===== src/rtl/sha1bsh_pkg.sv =====
// Types and constants of the SHA-1 byte stream hasher.
`timescale 1ns / 1ps

package sha1bsh_pkg;

  localparam int unsigned SHA1_WORDS  = 5;
  localparam int unsigned SHA1_ROUNDS = 80;
  localparam int unsigned COUNT_W     = 61;

  // Initial chaining value, index 0 is the first word
  localparam logic [SHA1_WORDS-1:0][31:0] SHA1_IV = {
    32'hC3D2E1F0, 32'h10325476, 32'h98BADCFE, 32'hEFCDAB89, 32'h67452301
  };

  // Round constants, one per group of twenty rounds
  localparam logic [31:0] SHA1_K0 = 32'h5A827999;
  localparam logic [31:0] SHA1_K1 = 32'h6ED9EBA1;
  localparam logic [31:0] SHA1_K2 = 32'h8F1BBCDC;
  localparam logic [31:0] SHA1_K3 = 32'hCA62C1D6;

  localparam logic [7:0] PAD_BYTE = 8'h80;

  // Input word
  typedef struct packed {
    logic [7:0] data_byte;
    logic       byte_present;
    logic       is_final;
  } sha1bsh_in_t;

  // Output word
  typedef struct packed {
    logic [31:0] digest_word;
    logic [2:0]  word_index;
    logic        last_word;
  } sha1bsh_out_t;

  // Working variables of the compression
  typedef struct packed {
    logic [31:0] a;
    logic [31:0] b;
    logic [31:0] c;
    logic [31:0] d;
    logic [31:0] e;
  } sha1bsh_work_t;

endpackage


===== src/rtl/sha1_byte_stream_hasher_core.sv =====
// Top level of the SHA-1 byte stream hasher.
`timescale 1ns / 1ps

// SHA-1 hasher taking one message byte per input word. The byte that completes
// a 64-byte block holds the input off for 80 rounds through the single shared
// round unit and then a fold of the result into the chaining value. A final
// word pads the message one byte a cycle, paused while a block is compressed,
// running one or two further compressions, and then offers the five digest
// words, word 0 first, one per cycle as the output side takes them. The input
// is stalled from the final word until the last digest word has been taken;
// the hasher is then back at the initial chaining value for the next message.
// On a long message the pace is set by the loop that runs one round per cycle.

module sha1_byte_stream_hasher_core import sha1bsh_pkg::*; (
  input  logic         clk_i,
  input  logic         rst_ni,
  input  logic         in_valid_i,
  output logic         in_stall_o,
  input  sha1bsh_in_t  in_data_i,
  output logic         out_valid_o,
  input  logic         out_stall_i,
  output sha1bsh_out_t out_data_o
);

  localparam logic [2:0] ST_IDLE  = 3'd0;
  localparam logic [2:0] ST_PAD   = 3'd1;
  localparam logic [2:0] ST_ROUND = 3'd2;
  localparam logic [2:0] ST_FOLD  = 3'd3;
  localparam logic [2:0] ST_EMIT  = 3'd4;

  localparam logic [6:0] LAST_ROUND = 7'(SHA1_ROUNDS - 1);
  localparam logic [2:0] LAST_IDX   = 3'(SHA1_WORDS - 1);

  logic [2:0]         state_q, state_d;
  logic [2:0]         ret_q, ret_d;
  logic [5:0]         fill_q, fill_d;
  logic [COUNT_W-1:0] count_q, count_d;
  logic [6:0]         round_q, round_d;
  logic [2:0]         widx_q, widx_d;
  logic               pad_first_q, pad_first_d;
  logic               len_ok_q, len_ok_d;
  logic [31:0]        chain_q [SHA1_WORDS];
  logic [15:0][31:0]  win_q;
  sha1bsh_work_t      work_q;
  sha1bsh_work_t      work_next;

  logic               in_acc;
  logic               out_acc;
  logic               push_en;
  logic [7:0]         push_byte;
  logic               wrap;
  logic               start_comp;
  logic [63:0]        bit_len;
  logic [7:0][7:0]    len_bytes;
  logic [7:0]         pad_byte;
  logic [31:0]        w_mix;
  logic [31:0]        w_new;
  logic [511:0]       win_flat;
  sha1bsh_work_t      chain_work;

  assign in_acc  = in_valid_i && !in_stall_o;
  assign out_acc = out_valid_o && !out_stall_i;

  // Handshake: input open only when idle, digest on offer in the emit state
  assign in_stall_o  = (state_q != ST_IDLE);
  assign out_valid_o = (state_q == ST_EMIT);

  always_comb begin
    out_data_o.digest_word = chain_q[widx_q];
    out_data_o.word_index  = widx_q;
    out_data_o.last_word   = (widx_q == LAST_IDX);
  end

  // Padding byte: 0x80 first, then zeros, then the big-endian bit length
  assign bit_len   = {count_q, 3'b000};
  assign len_bytes = bit_len;
  always_comb begin
    if (pad_first_q) begin
      pad_byte = PAD_BYTE;
    end else if (len_ok_q && fill_q >= 6'd56) begin
      pad_byte = len_bytes[~fill_q[2:0]];
    end else begin
      pad_byte = 8'h00;
    end
  end

  // Byte into the block buffer
  assign push_en   = (state_q == ST_IDLE && in_acc && in_data_i.byte_present) ||
                     (state_q == ST_PAD);
  assign push_byte = (state_q == ST_PAD) ? pad_byte : in_data_i.data_byte;
  assign wrap      = push_en && (fill_q == 6'd63);

  // Schedule expansion; the oldest word sits at the top of the window
  assign w_mix = win_q[2] ^ win_q[7] ^ win_q[13] ^ win_q[15];
  assign w_new = {w_mix[30:0], w_mix[31]};

  assign chain_work = '{a: chain_q[0], b: chain_q[1], c: chain_q[2],
                        d: chain_q[3], e: chain_q[4]};

  sha1bsh_round u_round (
    .work_i  (work_q),
    .w_i     (win_q[15]),
    .round_i (round_q),
    .work_o  (work_next)
  );

  // Sequencer
  always_comb begin
    state_d     = state_q;
    ret_d       = ret_q;
    fill_d      = fill_q;
    count_d     = count_q;
    round_d     = round_q;
    widx_d      = widx_q;
    pad_first_d = pad_first_q;
    len_ok_d    = len_ok_q;
    start_comp  = 1'b0;

    if (push_en) begin
      fill_d = fill_q + 6'd1;
    end

    case (state_q)
      ST_IDLE: begin
        if (in_acc) begin
          if (in_data_i.byte_present) begin
            count_d = count_q + COUNT_W'(1);
          end
          if (in_data_i.is_final) begin
            pad_first_d = 1'b1;
            len_ok_d    = 1'b0;
          end
          if (wrap) begin
            start_comp = 1'b1;
            state_d    = ST_ROUND;
            ret_d      = in_data_i.is_final ? ST_PAD : ST_IDLE;
          end else if (in_data_i.is_final) begin
            state_d = ST_PAD;
          end
        end
      end
      ST_PAD: begin
        pad_first_d = 1'b0;
        if (pad_first_q && fill_q < 6'd56) begin
          len_ok_d = 1'b1;
        end
        if (wrap) begin
          start_comp = 1'b1;
          state_d    = ST_ROUND;
          len_ok_d   = 1'b1;
          ret_d      = (len_ok_q && !pad_first_q) ? ST_EMIT : ST_PAD;
        end
      end
      ST_ROUND: begin
        round_d = round_q + 7'd1;
        if (round_q == LAST_ROUND) begin
          state_d = ST_FOLD;
        end
      end
      ST_FOLD: begin
        state_d = ret_q;
        widx_d  = 3'd0;
      end
      ST_EMIT: begin
        if (out_acc) begin
          widx_d = widx_q + 3'd1;
          if (widx_q == LAST_IDX) begin
            state_d = ST_IDLE;
            count_d = '0;
            widx_d  = 3'd0;
          end
        end
      end
      default: begin
        state_d = ST_IDLE;
      end
    endcase

    if (start_comp) begin
      round_d = 7'd0;
    end
  end

  // Control and chaining registers
  always_ff @(posedge clk_i or negedge rst_ni) begin
    if (!rst_ni) begin
      state_q     <= ST_IDLE;
      ret_q       <= ST_IDLE;
      fill_q      <= '0;
      count_q     <= '0;
      round_q     <= '0;
      widx_q      <= '0;
      pad_first_q <= 1'b0;
      len_ok_q    <= 1'b0;
      for (int i = 0; i < SHA1_WORDS; i++) begin
        chain_q[i] <= SHA1_IV[i];
      end
    end else begin
      state_q     <= state_d;
      ret_q       <= ret_d;
      fill_q      <= fill_d;
      count_q     <= count_d;
      round_q     <= round_d;
      widx_q      <= widx_d;
      pad_first_q <= pad_first_d;
      len_ok_q    <= len_ok_d;
      if (state_q == ST_FOLD) begin
        chain_q[0] <= chain_q[0] + work_q.a;
        chain_q[1] <= chain_q[1] + work_q.b;
        chain_q[2] <= chain_q[2] + work_q.c;
        chain_q[3] <= chain_q[3] + work_q.d;
        chain_q[4] <= chain_q[4] + work_q.e;
      end else if (state_q == ST_EMIT && out_acc && widx_q == LAST_IDX) begin
        for (int i = 0; i < SHA1_WORDS; i++) begin
          chain_q[i] <= SHA1_IV[i];
        end
      end
    end
  end

  // Block buffer / schedule window and working variables
  assign win_flat = win_q;
  always_ff @(posedge clk_i) begin
    if (push_en) begin
      win_q <= {win_flat[503:0], push_byte};
    end else if (state_q == ST_ROUND) begin
      win_q <= {win_q[14:0], w_new};
    end
    if (start_comp) begin
      work_q <= chain_work;
    end else if (state_q == ST_ROUND) begin
      work_q <= work_next;
    end
  end

endmodule


===== src/rtl/sha1bsh_round.sv =====
// One SHA-1 compression round, shared by all 80 rounds of a block.
`timescale 1ns / 1ps

module sha1bsh_round import sha1bsh_pkg::*; (
  input  sha1bsh_work_t work_i,
  input  logic [31:0]   w_i,
  input  logic [6:0]    round_i,
  output sha1bsh_work_t work_o
);

  logic [31:0] f;
  logic [31:0] k;

  // Round function and constant by group of twenty
  always_comb begin
    if (round_i < 7'd20) begin
      f = (work_i.b & work_i.c) | (~work_i.b & work_i.d);
      k = SHA1_K0;
    end else if (round_i < 7'd40) begin
      f = work_i.b ^ work_i.c ^ work_i.d;
      k = SHA1_K1;
    end else if (round_i < 7'd60) begin
      f = (work_i.b & work_i.c) | (work_i.b & work_i.d) | (work_i.c & work_i.d);
      k = SHA1_K2;
    end else begin
      f = work_i.b ^ work_i.c ^ work_i.d;
      k = SHA1_K3;
    end
  end

  // Rotate the working variables
  always_comb begin
    work_o.a = {work_i.a[26:0], work_i.a[31:27]} + f + work_i.e + k + w_i;
    work_o.b = work_i.a;
    work_o.c = {work_i.b[1:0], work_i.b[31:2]};
    work_o.d = work_i.c;
    work_o.e = work_i.d;
  end

endmodule


===== config.mk =====
export PLATFORM = sky130hd
export DESIGN_NAME = sha1_byte_stream_hasher_core
export DESIGN_NICKNAME = d
export VERILOG_FILES = /design/src/rtl/sha1bsh_pkg.sv /design/src/rtl/sha1_byte_stream_hasher_core.sv /design/src/rtl/sha1bsh_round.sv
export SDC_FILE = /design/constraint.sdc
export NUM_CORES = 2
export LEC_CHECK = 0
export BUFFER_PORTS_ARGS = -buffer_cell sky130_fd_sc_hd__buf_2
export CAP_MARGIN = 40
export CORE_ASPECT_RATIO = 1.2
export CORE_MARGIN = 8
export CORE_UTILIZATION = 35
export DETAILED_ROUTE_END_ITERATION = 10
export SLEW_MARGIN = 10
export SYNTH_ARGS = -nofsm -noshare
export SYNTH_HDL_FRONTEND = slang
export SYNTH_SLANG_ARGS = --single-unit

===== constraint.sdc =====
create_clock -name clk_i -period 13.6 [get_ports clk_i]
set_clock_uncertainty 0.05 [all_clocks]
set_input_delay 2.72 -clock clk_i [delete_from_list [all_inputs] [get_ports clk_i]]
set_output_delay 2.72 -clock clk_i [all_outputs]
set_load 0.01 [all_outputs]

==> flow_metrics.tcl <==
set metrics [dict create \
    status "finished, final reports clean" \
    clk_pin_slew_worst_paths_ns 0.07 \
    dpl-instance-area_sq_mm 0.05647 \
    worst_hold_startpoint "ret_q[2]" \
    wl_um 149800 \
    numClockSinks 916 \
    grt_pass1_vias 40080 \
    yosysSeqAreaShare 0.4887 \
    cts_tree "done" \
    track_usage 0.1744 \
    p_per_area_mw_per_mm2 247.4 \
    slew-limit-headroom 0.2051 \
    grt_pass1_wl_um 232800 \
    drt-met1-wl_um 63700 \
    synth_warnings 0 \
    slowest_delay_ns 0.76 \
    hold_end "ret_q[2]" \
    fin_crit_ns 6.315 \
    drt_first_pass_iters 6 \
    drcViolationCount 0 \
    power_mw 14.76 \
    synth-seq-cells 916 \
    wl_met2_um 73390 \
    crit_chain "o21ai_1 > nor2b_1 > inv_1 > nand2_1 > buf_4 > inv_1 > buf_4 > a222oi_1 > fa_1 > inv_1 > ha_1 > a41oi_1 > o21ai_0 > a21oi_1 > o211ai_1 > a21oi_1 > a31oi_1 > a31oi_1 > xor2_1 > o21ai_1" \
    finalSetupTns_ns 0 \
    timing.final.crit_share 0.4643 \
    synth-edff-count 672 \
    cts_hold_buffers 0 \
    avgRoutedWirePerCell_um 19.45 \
    dp_hpwl_um 106000 \
    drtAntennaViolNets 0 \
    reg2reg_from "round_q[3]" \
    p_int_mw 8.806 \
    grt_max_degree 233 \
    finalHoldViolCount 0 \
    antenna_found_initial 2 \
    initial_core_util 0.3510 \
    multiInputGateArea_sq_mm 0.02564 \
    vdd_drop_max_v 0.0002619 \
    drtIter0Drc 3776 \
    design_area_sq_mm 0.05966 \
    cts_setup_buffers 0 \
    cap_viol_max_count 0 \
    via_per_inst 5.295 \
    clockBufferDepth 3 \
    cpMaxStageDelayCell "a222oi_1" \
    dr.max_layer_used "met4" \
    syn_nets 6009 \
    worst-r2r-setup-slack_ns 7.29 \
    fp-row-count 158 \
    syn_inst 5671 \
    cts_resized 0 \
    arrival_ns 6.72 \
    crit_start "round_q[3]" \
    num_io_pins 52 \
    hold_depth 2 \
    dr_total_vias 40800 \
    p_sw_mw 5.955 \
    power.share.sequential 0.369 \
    synth_ff_type "edfxtp_1" \
    postSynth.asyncResetShare 0.2664 \
    cellLeakagePower_nw 25.65 \
    synth_area_per_cell_sq_um 9.520 \
    crit_required_ns 14.00 \
    clkPwrFrac 0.185 \
    coreArea_sq_mm 0.1538 \
    slew_violations 0 \
    crit_buf_inv 5 \
    cp_common_cell "inv_1" \
    area.sequential_sq_mm 0.02639 \
    clock_latency_ns 0.72 \
    hold_path_class "register to register" \
    cts_made_buffers 96 \
    areaGrowthSynthToFinish_pct 10.51 \
    switching_share 0.4034 \
    grt_overflow 0 \
    die_w_um 374.5 \
    power_frac_comb 0.446 \
    netlist_area_sq_mm 0.05399 \
    worstMarginPinSlew_ns 1.192 \
    fillCellCount 15150 \
    pre_cts_ws_ns 7.314 \
    drive_gt1_frac 0.07942 \
    critical_path_peak_fanout 25 \
    clock.fmax_mhz 158.4 \
    die_h_um 446.2 \
    wl_met3_um 7477 \
    cts_root_buf "clkbuf_16" \
    htree_levels 3 \
    r2r_cells 20 \
    worst_setup_path_end_kind "register" \
    startpoint_type "register" \
    gp_congestion 0.9222 \
    crit_type "register to register" \
    setup_slack_ns 7.285 \
    dieArea_sq_mm 0.1671 \
    finalSetupViolCount 0 \
    diodes 0 \
    synth.distinct_cells 96 \
    cp_top_family "compound AO/OA/AOI/OAI gates" \
    final_nets 5961 \
    reg2reg_to "work_q[157]" \
    grt_setup_unrepaired "no" \
    io_buffers 51 \
]
-- area by class of cell --
class                           instances  share of cell area
Tap cell                             2000             0.04194
Multi-Input combinational cell       4219              0.4297
Clock inverter                         68             0.01151
Clock buffer                          111             0.04190
Timing Repair Buffer                  104             0.01466
Inverter                              286             0.01799
Sequential cell                       916              0.4423
-- cell usage after synthesis, drive strengths merged (8+ instances only) --
cell	count	area, sq um
nand2	1948	7312
edfxtp	672	20180
o21ai	298	1491
inv	285	1070
a21oi	258	1291
nor2	223	837.1
clkbuf	213	799.5
xnor2	209	1831
ha	207	2590
dfrtp	164	4104
fa	117	2342
a21o	102	765.7
xor2	100	875.8
nand3	94	480.5
dfstp	80	2102
nor3	78	405.4
mux4	45	1013
and3	39	244.0
buf	37	176.4
a22o	34	297.8
o21a	34	255.2
nand4	29	181.4
or3	28	175.2
o21bai	27	202.7
o31ai	26	200.2
a31oi	24	150.1
mux2i	23	230.2
mux2	22	247.7
a211oi	21	162.6
o211ai	19	147.6
a222oi	17	170.2
nand2b	17	113.9
and2	15	96.34
nor2b	12	75.07
nor4	12	100.1
or2	11	68.82
and4	10	87.58
a221o	9	90.09
a221oi	9	78.83
a31o	8	70.06
nor3b	8	65.06
-- worst min-delay path, delay by kind of cell (launching register included) --
kind | cells | cell delay, ns
compound gates | 1 | 0.06
flops | 1 | 0.34
simple gates | 1 | 0.05
-- stage by stage --
stage               hold WS, ns  utilization  std cells
global placement         0.4127       0.3658       7516
floorplan                0.3997            -       5671
CTS                      0.4335       0.3879       7704
global route             0.4721       0.3879       7704
finish                   0.4395       0.3879       7704
detailed placement       0.4187       0.3672       7525
-- layout by cell type, fill, tap and decap left out, types with 13 or more instances in the layout --
master,count
a21oi_1,258
edfxtp_1,672
a31oi_1,24
o21ai_1,54
xor2_1,100
nor2_1,222
o31ai_1,25
clkbuf_16,97
nand2b_1,15
buf_2,50
buf_4,39
dfstp_2,80
and3_1,38
ha_1,207
clkinv_2,25
inv_1,284
a222oi_1,17
dfrtp_1,162
mux2_2,22
nor3_1,72
o211ai_1,18
o21a_1,34
a211oi_1,20
or3_1,28
mux4_2,45
nand2_1,1945
mux2i_1,23
clkinv_1,17
o21bai_1,27
fa_1,117
o21ai_0,244
xnor2_1,209
nand3_1,91
a21o_1,102
a22o_1,34
nand4_1,29
and2_1,13
-- worst max path at each step --
stage | end | cells past startpoint | slack [ns]
after floorplan | win_flat[0] | 5 | 3.28
after global placement | work_q[11] | 9 | 6.74
after detailed placement | work_q[158] | 20 | 7.31
after CTS | work_q[158] | 20 | 7.29
after global routing | work_q[157] | 22 | 6.96
final | work_q[157] | 20 | 7.29
-- logic make-up after synthesis --
family	count (synthesis)	share of synthesized area
and+or+nand+nor	2537	0.1918
AOI/OAI and AO/OA	959	0.1124
DFF	916	0.4887
buffers and inverters	536	0.03796
adders and majority gates	324	0.09136
xor gates and xnor gates	309	0.05013
muxes	90	0.02763
-- power by group through the flow --
stage	clock network, mW	registers (mW)	logic (mW)
4_1_cts	2.78	5.46	6.59
3_5_place_dp	0	5.50	6.55
3_3_place_gp	0	5.49	6.39
2_1_floorplan	0	5.30	5.01
5_1_grt	2.88	5.59	7.39
6_report	2.73	5.45	6.58
-- routing by layer --
metal,global-route usage,vias up
met1,0.2260,20150
li1,-,19340
met3,0.02212,266
met5,0,-
met2,0.2996,1040
met4,0.06280,0
-- sequential cells by signal, summed over array words and instances (netlist names) --
| name | count |
|---|---|
| fill_q | 6 |
| work_q | 160 |
| ret_q | 2 |
| round_q | 7 |
| win_flat | 512 |
| state_q | 3 |
| widx_q | 3 |
| count_q | 61 |
| pad_first_q | 1 |
| len_ok_q | 1 |
| chain_q | 160 |
Power figures use the tool's default switching activity.
